[src/fmc_pkg.sv]
`default_nettype none

package fmc_pkg;

    // Widths fixed by the item and register formats.
    localparam int CFG_DATA_W  = 32;
    localparam int CFG_INDEX_W = 3;
    localparam int MG_W        = 14;
    localparam int TICKS_W     = 32;

    // Item kinds.
    localparam logic [1:0] KIND_TICK    = 2'd0;
    localparam logic [1:0] KIND_COMMAND = 2'd1;
    localparam logic [1:0] KIND_MOTION  = 2'd2;

    // Modes.
    localparam logic [1:0] MODE_IDLE     = 2'd0;
    localparam logic [1:0] MODE_TEST     = 2'd1;
    localparam logic [1:0] MODE_ARMED    = 2'd2;
    localparam logic [1:0] MODE_RECOVERY = 2'd3;

    // Events reported with each result.
    localparam logic [1:0] EV_NONE          = 2'd0;
    localparam logic [1:0] EV_AUTO_ARM      = 2'd1;
    localparam logic [1:0] EV_AUTO_RECOVERY = 2'd2;
    localparam logic [1:0] EV_COMMANDED     = 2'd3;

    // Command request codes; codes seven to fourteen are device tests.
    localparam logic [3:0] REQ_DISARM         = 4'd0;
    localparam logic [3:0] REQ_ARM            = 4'd1;
    localparam logic [3:0] REQ_ENTER_TEST     = 4'd2;
    localparam logic [3:0] REQ_ENTER_RECOV    = 4'd3;
    localparam logic [3:0] REQ_QUERY          = 4'd4;
    localparam logic [3:0] REQ_RESET_STATS    = 4'd5;
    localparam logic [3:0] REQ_TEST           = 4'd6;
    localparam logic [3:0] REQ_DEV_TEST_FIRST = 4'd7;
    localparam logic [3:0] REQ_DEV_TEST_LAST  = 4'd14;
    localparam logic [3:0] REQ_OTHER          = 4'd15;

    // Configuration register indexes.
    localparam logic [CFG_INDEX_W-1:0] CFG_AUTO_ARM      = 3'd0;
    localparam logic [CFG_INDEX_W-1:0] CFG_AUTO_RECOVERY = 3'd1;
    localparam logic [CFG_INDEX_W-1:0] CFG_MOTION_THRESH = 3'd2;
    localparam logic [CFG_INDEX_W-1:0] CFG_MOTION_HOLD   = 3'd3;
    localparam logic [CFG_INDEX_W-1:0] CFG_ONE_G         = 3'd4;

    // Configuration reset values.
    localparam logic [TICKS_W-1:0] RST_AUTO_ARM      = 32'd300000;
    localparam logic [TICKS_W-1:0] RST_AUTO_RECOVERY = 32'd60000;
    localparam logic [MG_W-1:0]    RST_MOTION_THRESH = 14'd200;
    localparam logic [TICKS_W-1:0] RST_MOTION_HOLD   = 32'd10000;
    localparam logic [MG_W-1:0]    RST_ONE_G         = 14'd1000;

    typedef struct packed {
        logic [TICKS_W-1:0] auto_arm_ticks;
        logic [TICKS_W-1:0] auto_recovery_ticks;
        logic [MG_W-1:0]    motion_threshold_mg;
        logic [TICKS_W-1:0] motion_hold_ticks;
        logic [MG_W-1:0]    one_g_mg;
    } fmc_cfg_t;

    typedef struct packed {
        logic [1:0]      command;
        logic [3:0]      request_code;
        logic [MG_W-1:0] accel_mg;
    } fmc_item_t;

    typedef struct packed {
        logic [1:0] mode;
        logic       accepted;
        logic [1:0] event_res;
        logic       moving;
    } fmc_result_t;

endpackage

`default_nettype wire

[src/flight_mode_controller.sv]
// Flight mode controller: tracks one of four modes (idle, test, armed,
// recovery) and reports the mode after every item it consumes.
//
// Input channel (s_valid/s_ready): each request is a millisecond tick, a
// command request or an acceleration report, selected by s_command.
// Result channel (m_valid/m_ready): exactly one result per request, in order,
// carrying the mode, the command verdict, any mode-change event and the
// current motion flag.
// Requests pass through an input register, then a single short compare and
// update step writes the result register whenever that register is empty or
// being drained. Throughput is one request per cycle as long as m_ready stays
// high. When the receiver stalls, the result register holds and the input
// register fills; s_ready then drops until the result is taken, so nothing is
// lost. The user must write the configuration registers through
// cfg_wr_en/cfg_index/cfg_wdata only while no request is in flight; the block
// does not enforce this. Reset (synchronous, aresetn low) returns the block to
// idle with all elapsed counters and the motion flag cleared, empties both
// registers and restores the default timeouts and thresholds.
`default_nettype none

module flight_mode_controller
    import fmc_pkg::*;
#(
    parameter int COUNTER_BITS = 32
)
(
    input  wire logic                   aclk,
    input  wire logic                   aresetn,
    input  wire logic                   cfg_wr_en,
    input  wire logic [CFG_INDEX_W-1:0] cfg_index,
    input  wire logic [CFG_DATA_W-1:0]  cfg_wdata,
    input  wire logic                   s_valid,
    output logic                        s_ready,
    input  wire logic [1:0]             s_command,
    input  wire logic [3:0]             s_request_code,
    input  wire logic [MG_W-1:0]        s_accel_mg,
    output logic                        m_valid,
    input  wire logic                   m_ready,
    output logic [1:0]                  m_mode,
    output logic                        m_accepted,
    output logic [1:0]                  m_event_res,
    output logic                        m_moving
);

    fmc_cfg_t    cfg;
    fmc_item_t   item_reg;
    logic        in_valid_reg;
    fmc_result_t core_result;
    fmc_result_t res_reg;
    logic        out_valid_reg;
    logic        advance;

    // The held request moves into the result register whenever that register
    // is empty or being drained in the same cycle.
    assign advance = in_valid_reg && (!out_valid_reg || m_ready);
    assign s_ready = !in_valid_reg || advance;

    fmc_cfg_regs u_cfg (
        .aclk      (aclk),
        .aresetn   (aresetn),
        .cfg_wr_en (cfg_wr_en),
        .cfg_index (cfg_index),
        .cfg_wdata (cfg_wdata),
        .cfg       (cfg)
    );

    fmc_core #(
        .COUNTER_BITS (COUNTER_BITS)
    ) u_core (
        .aclk      (aclk),
        .aresetn   (aresetn),
        .item_fire (advance),
        .item      (item_reg),
        .cfg       (cfg),
        .result    (core_result)
    );

    // Input register: valid is control, the payload needs no reset.
    always_ff @(posedge aclk) begin
        if (!aresetn) begin
            in_valid_reg <= 1'b0;
        end else if (s_ready) begin
            in_valid_reg <= s_valid;
        end
    end

    always_ff @(posedge aclk) begin
        if (s_valid && s_ready) begin
            item_reg.command      <= s_command;
            item_reg.request_code <= s_request_code;
            item_reg.accel_mg     <= s_accel_mg;
        end
    end

    // Result register.
    always_ff @(posedge aclk) begin
        if (!aresetn) begin
            out_valid_reg <= 1'b0;
        end else if (advance) begin
            out_valid_reg <= 1'b1;
        end else if (m_ready) begin
            out_valid_reg <= 1'b0;
        end
    end

    always_ff @(posedge aclk) begin
        if (advance) begin
            res_reg <= core_result;
        end
    end

    assign m_valid     = out_valid_reg;
    assign m_mode      = res_reg.mode;
    assign m_accepted  = res_reg.accepted;
    assign m_event_res = res_reg.event_res;
    assign m_moving    = res_reg.moving;

`ifndef ASSERT_OFF
    // A stalled result is never overwritten by the next request.
    a_no_overwrite: assert property (@(posedge aclk) disable iff (!aresetn)
        out_valid_reg && !m_ready |-> !advance)
        else $error("result register overwritten while stalled");

    // Automatic arming always lands in armed with the verdict set.
    a_auto_arm_mode: assert property (@(posedge aclk) disable iff (!aresetn)
        m_valid && m_event_res == EV_AUTO_ARM |-> m_mode == MODE_ARMED && m_accepted)
        else $error("automatic arm reported outside armed");

    // Automatic recovery only happens while no motion is flagged.
    a_auto_recov_mode: assert property (@(posedge aclk) disable iff (!aresetn)
        m_valid && m_event_res == EV_AUTO_RECOVERY |-> m_mode == MODE_RECOVERY && !m_moving)
        else $error("automatic recovery reported with wrong mode or motion");

    // Reset empties the result register.
    a_reset_empty: assert property (@(posedge aclk)
        !aresetn |=> !m_valid)
        else $error("result valid right after reset");
`endif

endmodule

`default_nettype wire

[src/fmc_cfg_regs.sv]
`default_nettype none

module fmc_cfg_regs
    import fmc_pkg::*;
(
    input  wire logic                   aclk,
    input  wire logic                   aresetn,
    input  wire logic                   cfg_wr_en,
    input  wire logic [CFG_INDEX_W-1:0] cfg_index,
    input  wire logic [CFG_DATA_W-1:0]  cfg_wdata,
    output fmc_cfg_t                    cfg
);

    fmc_cfg_t cfg_reg;
    fmc_cfg_t cfg_next;

    always_comb begin
        cfg_next = cfg_reg;
        if (cfg_wr_en) begin
            case (cfg_index)
                CFG_AUTO_ARM:      cfg_next.auto_arm_ticks      = cfg_wdata;
                CFG_AUTO_RECOVERY: cfg_next.auto_recovery_ticks = cfg_wdata;
                CFG_MOTION_THRESH: cfg_next.motion_threshold_mg = cfg_wdata[MG_W-1:0];
                CFG_MOTION_HOLD:   cfg_next.motion_hold_ticks   = cfg_wdata;
                CFG_ONE_G:         cfg_next.one_g_mg            = cfg_wdata[MG_W-1:0];
                default:           cfg_next = cfg_reg;
            endcase
        end
    end

    always_ff @(posedge aclk) begin
        if (!aresetn) begin
            cfg_reg.auto_arm_ticks      <= RST_AUTO_ARM;
            cfg_reg.auto_recovery_ticks <= RST_AUTO_RECOVERY;
            cfg_reg.motion_threshold_mg <= RST_MOTION_THRESH;
            cfg_reg.motion_hold_ticks   <= RST_MOTION_HOLD;
            cfg_reg.one_g_mg            <= RST_ONE_G;
        end else begin
            cfg_reg <= cfg_next;
        end
    end

    assign cfg = cfg_reg;

endmodule

`default_nettype wire

[src/fmc_core.sv]
`default_nettype none

module fmc_core
    import fmc_pkg::*;
#(
    parameter int COUNTER_BITS = 32
)
(
    input  wire logic      aclk,
    input  wire logic      aresetn,
    input  wire logic      item_fire,
    input  fmc_item_t      item,
    input  fmc_cfg_t       cfg,
    output fmc_result_t    result
);

    localparam int CMP_W = (COUNTER_BITS > TICKS_W) ? COUNTER_BITS : TICKS_W;

    logic [1:0]              mode_reg,  mode_next;
    logic [COUNTER_BITS-1:0] idle_reg,  idle_next;
    logic [COUNTER_BITS-1:0] armed_reg, armed_next;
    logic [COUNTER_BITS-1:0] still_reg, still_next;
    logic                    flag_reg,  flag_next;

    logic [COUNTER_BITS-1:0] idle_inc, armed_inc, still_inc;
    logic [MG_W-1:0]         dev;
    logic                    accepted;
    logic [1:0]              event_res;

    assign idle_inc  = (&idle_reg)  ? idle_reg  : idle_reg  + 1'b1;
    assign armed_inc = (&armed_reg) ? armed_reg : armed_reg + 1'b1;
    assign still_inc = (&still_reg) ? still_reg : still_reg + 1'b1;
    assign dev = (item.accel_mg >= cfg.one_g_mg) ? item.accel_mg - cfg.one_g_mg
                                                 : cfg.one_g_mg - item.accel_mg;

    always_comb begin
        mode_next  = mode_reg;
        idle_next  = idle_reg;
        armed_next = armed_reg;
        still_next = still_reg;
        flag_next  = flag_reg;
        accepted   = 1'b1;
        event_res  = EV_NONE;
        case (item.command)
            KIND_TICK: begin
                idle_next  = idle_inc;
                armed_next = armed_inc;
                still_next = still_inc;
                if (mode_reg == MODE_IDLE &&
                    CMP_W'(idle_inc) >= CMP_W'(cfg.auto_arm_ticks)) begin
                    mode_next  = MODE_ARMED;
                    armed_next = '0;
                    still_next = '0;
                    flag_next  = 1'b0;
                    event_res  = EV_AUTO_ARM;
                end else if (mode_reg == MODE_ARMED && !flag_reg &&
                             CMP_W'(armed_inc) > CMP_W'(cfg.auto_recovery_ticks) &&
                             CMP_W'(still_inc) > CMP_W'(cfg.auto_recovery_ticks)) begin
                    mode_next = MODE_RECOVERY;
                    event_res = EV_AUTO_RECOVERY;
                end
            end
            KIND_COMMAND: begin
                case (item.request_code)
                    REQ_DISARM: begin
                        if (mode_reg != MODE_IDLE) begin
                            mode_next = MODE_IDLE;
                            idle_next = '0;
                            event_res = EV_COMMANDED;
                        end
                    end
                    REQ_ARM: begin
                        if (mode_reg == MODE_IDLE || mode_reg == MODE_TEST) begin
                            mode_next  = MODE_ARMED;
                            armed_next = '0;
                            still_next = '0;
                            flag_next  = 1'b0;
                            event_res  = EV_COMMANDED;
                        end else begin
                            accepted = (mode_reg == MODE_ARMED);
                        end
                    end
                    REQ_ENTER_TEST: begin
                        if (mode_reg == MODE_IDLE) begin
                            mode_next = MODE_TEST;
                            event_res = EV_COMMANDED;
                        end else begin
                            accepted = (mode_reg == MODE_TEST);
                        end
                    end
                    REQ_ENTER_RECOV: begin
                        if (mode_reg == MODE_ARMED) begin
                            mode_next = MODE_RECOVERY;
                            event_res = EV_COMMANDED;
                        end else begin
                            accepted = (mode_reg == MODE_RECOVERY);
                        end
                    end
                    REQ_QUERY, REQ_RESET_STATS: accepted = 1'b1;
                    REQ_TEST:  accepted = (mode_reg == MODE_IDLE || mode_reg == MODE_TEST);
                    REQ_OTHER: accepted = (mode_reg == MODE_IDLE || mode_reg == MODE_ARMED);
                    default:   accepted = (mode_reg == MODE_TEST);
                endcase
            end
            KIND_MOTION: begin
                if (dev > cfg.motion_threshold_mg) begin
                    still_next = '0;
                    flag_next  = 1'b1;
                end else if (CMP_W'(still_reg) > CMP_W'(cfg.motion_hold_ticks)) begin
                    flag_next = 1'b0;
                end
            end
            default: accepted = 1'b0;
        endcase
    end

    always_ff @(posedge aclk) begin
        if (!aresetn) begin
            mode_reg  <= MODE_IDLE;
            idle_reg  <= '0;
            armed_reg <= '0;
            still_reg <= '0;
            flag_reg  <= 1'b0;
        end else if (item_fire) begin
            mode_reg  <= mode_next;
            idle_reg  <= idle_next;
            armed_reg <= armed_next;
            still_reg <= still_next;
            flag_reg  <= flag_next;
        end
    end

    assign result.mode      = mode_next;
    assign result.accepted  = accepted;
    assign result.event_res = event_res;
    assign result.moving    = flag_next;

`ifndef ASSERT_OFF
    // An item other than a command never reports a commanded change.
    a_cmd_event_only: assert property (@(posedge aclk) disable iff (!aresetn)
        item_fire && item.command != KIND_COMMAND |-> event_res != EV_COMMANDED)
        else $error("commanded event from a non-command item");

    // Armed entry always starts with motion cleared.
    a_arm_clears_flag: assert property (@(posedge aclk) disable iff (!aresetn)
        item_fire && mode_reg != MODE_ARMED && mode_next == MODE_ARMED |=>
        !flag_reg && still_reg == '0 && armed_reg == '0)
        else $error("armed entered without clearing motion state");

    // State only moves when an item is consumed.
    a_state_hold: assert property (@(posedge aclk) disable iff (!aresetn)
        !item_fire |=> $stable(mode_reg) && $stable(flag_reg) && $stable(still_reg))
        else $error("controller state changed without an item");
`endif

endmodule

`default_nettype wire

[config.mk]
export PLATFORM = sky130hd
export DESIGN_NAME = flight_mode_controller
export DESIGN_NICKNAME = d
export VERILOG_FILES = /design/src/fmc_pkg.sv /design/src/flight_mode_controller.sv /design/src/fmc_cfg_regs.sv /design/src/fmc_core.sv
export SDC_FILE = /design/constraint.sdc
export NUM_CORES = 1
export LEC_CHECK = 0
export ABC_CLOCK_PERIOD_IN_PS = 6350
export BUFFER_PORTS_ARGS = -buffer_cell sky130_fd_sc_hd__buf_2
export CORE_MARGIN = 3
export CORE_UTILIZATION = 45
export CTS_CLUSTER_SIZE = 8
export DETAILED_ROUTE_END_ITERATION = 7
export SLEW_MARGIN = 5
export SYNTH_ARGS = -nofsm -noshare
export SYNTH_HDL_FRONTEND = slang
export SYNTH_SLANG_ARGS = --single-unit
[constraint.sdc]
create_clock -name aclk -period 6.35 [get_ports aclk]
set_input_delay 0.3175 -clock aclk [delete_from_list [all_inputs] [get_ports aclk]]
set_output_delay 0.3175 -clock aclk [all_outputs]
set_load 0.01 [all_outputs]
==> qor.csv <==
metric,value,unit
path_class,flip-flop to flip-flop,
fill_cells,3409,
synth-xor-area-share,5.42,%
max_slew_margin,15.0,%
ys_ff_latch,251,
synth_area,0.0162,mm2
start_util,46.2,%
cp.arrival,6.05,ns
synthCells,2020,
largest_reg_flops,124,
combPwrFrac,10.7,%
ys_warn_count,0,
rows,68,
status,"finished, final reports clean",
first_global_vias,13900,
worst_pin_slew,1.28,ns
hold_path.class,input pin to flip-flop,
path_clk_slew,0.05,ns
die_area,0.0382,mm2
synth_compound_area_share,20.5,%
area_growth,12.1,%
syn-num-nets,2258,
final_cells,2543,
overflow,0,
antenna_found_initial,2,
finalHoldViolCount,0,
io_buffers,67,
switching_power,1.01,mW
grt_setup_unrepaired,no,
cts_buffers,37,
ir_drop,0.224,mV
yosys.area_share.simple,20.6,%
core_area,0.0350,mm2
die_w,196,um
synthMuxAreaShare,0.890,%
period_needed,5.58,ns
drt-total-wl,48.8,mm
io_pins,68,
stdcell_area,0.0181,mm2
seq_power_share,42.3,%
clockRootBuffer,clkbuf_16,
synthAdderAreaFrac,13.9,%
grt_max_degree,69,
dp_cells,2468,
endpoint_kind,flip-flop,
worst-endpoint-required,6.81,ns
synth_edf_count,26,
cp_max_fo,19,
clk_latency,0.53,ns
synthTopCellsByArea,"dfxtp_1 (28%), ha_1 (14%), nand2_1 (8.0%)",
yosysTopAreaCell,dfxtp_1,
synth_top_family_by_area,simple AND/OR/NAND/NOR gates,
fin_util,51.8,%
die_y,196,um
setup_violations,0,
finalWeightedCongestion,0.902,
ys_seq_area_share,32.7,%
grt_usage,25.0,%
wl_per_cell,19.2,um
internal_power,2.91,mW
slew_viol_final,0,
timing.final.ws_setup,0.765,ns
fmax,0.179,GHz
drc,0,
ys_async_sr_fraction,0,%
antenna_left,0,
cts.sinks,251,
drt_iter0_markers,1084,
vias_per_cell,5.73,
final_nets,2310,
syn_area_per_cell,8.00,um2
layout_commonest_cell,nand2_1,
swShare,25.7,%
preCtsSetupSlack,0.901,ns
min_period_over_period,88.0,%
clkPwrFrac,47.1,%
layout_common_cells,"nand2_1 (345), dfxtp_1 (225), a21oi_1 (194)",
p_per_area,216,mW/mm2
tritoncts,built,
vias,14600,
synth_top_area_share,27.9,%
grt_pass1_wl,76.6,mm
firstDrtPassIters,5,
p_leak,7.69,nW
fin_skew,0.00968,ns
place_area,0.0169,mm2
ys.flop_type,dfxtp_1,
cap_viol_max_count,0,
dpl.hpwl,35.9,mm
tns,0,ns
start_kind,flip-flop,
yosysUniqueCellTypes,69,
drive_gt1_share,7.72,%
cts.htree.levels,2,
cts_buffer_depth,3,
cell type report:
cell class / instances / area [um2] / share of cell area, %
multi-input cells: 1513 / 9930 / 54.8
diodes: 2 / 5.00 / 0.0276
flip-flops and latches: 251 / 5290 / 29.2
clock inverters: 1 / 8.76 / 0.0483
well taps: 455 / 569 / 3.14
repair buffers: 102 / 648 / 3.58
inverters: 167 / 629 / 3.47
clock buffers: 52 / 1050 / 5.77
cell families after synthesis:
kind of cell             Yosys count
buffers and inverters            256
adder cells (fa/ha/maj)          178
XOR/XNOR                         100
AND/OR/NAND/NOR                  704
flip-flops                       251
multiplexers                      14
AO/OA/AOI/OAI                    517
Yosys cell counts (all sizes together) (8+ instances only):
cell type and number:
a211oi 9, a21o 58, a21oi 196, a22o 30, a31oi 33, and2 13
and3 36, and4 11, buf 18, clkbuf 71, dfxtp 225, edfxtp 26
ha 176, inv 167, mux2i 11, nand2 345, nand2b 16, nand3 72
nand4 47, nor2 82, nor2b 19, nor3 27, nor4 10, o211ai 45
o21a 11, o21ai 58, o21bai 8, o22ai 8, o31ai 12, or2 8
or3 9, xnor2 62, xor2 38
worst max-delay path: stages (launching register included):
cell and delay (ns):
dfxtp_1 0.33, inv_1 0.06, ha_1 0.45, a2111o_1 0.51, a21oi_1 0.16, a211oi_2 0.13
a211oi_2 0.70, buf_4 0.30, nor2b_1 0.06, a221oi_1 0.37, nand2_1 0.12, xor2_1 0.17
ha_1 0.32, nand4_1 0.09, nor2_1 0.13, o21ai_0 0.10, a21oi_1 0.15, o31ai_1 0.14
a21oi_2 0.18, and2_1 0.78, a221o_1 0.26
final timing paths:
| check | startpoint | to | slack (ns) | depth (start not counted) |
|---|---|---|---|---|
| worst min-delay path | s_valid | in_valid_reg | 0.04 | 3 |
| worst max-delay path | u_cfg.cfg[9] | u_core.still_reg[12] | 0.77 | 20 |
| worst max register to register | u_cfg.cfg[9] | u_core.still_reg[12] | 0.77 | 20 |
| worst min register to register | u_cfg.cfg[26] | u_cfg.cfg[26] | 0.45 | 2 |
power groups by stage:
stage,Combinational (mW),Clock (mW),Sequential (mW)
CTS,0.417,1.89,1.66
detailed placement,0.406,0,1.69
floorplan,0.260,0,1.68
global route,0.462,1.95,1.66
finish,0.417,1.84,1.66
global placement,0.399,0,1.69
layer usage:
layer	GRT usage (%)	up-vias	share of wire [%]
li1	-	7209	-
met1	33.2	6877	44
met2	41.7	375	47
met3	3.55	101	5.7
met4	8.82	2	3.4
met5	0	-	0.023
per-stage QoR:
step	power, mW	hold slack [ns]
5_1_grt	4.07	0.0468
3_5_place_dp	2.09	0.447
2_1_floorplan	1.94	0.416
4_1_cts	3.96	0.0320
3_3_place_gp	2.09	0.442
6_report	3.92	0.0388
timing repair:
action / 4_1_cts / 5_1_grt
resized for setup: 0 / 0
endpoints found under the setup margin: 0 / 0
buffers inserted: 0 / 0
hold endpoints to repair: 20 / 0
hold buffers: 20 / 0
No activity file was read; power rests on OpenSTA's default activity.
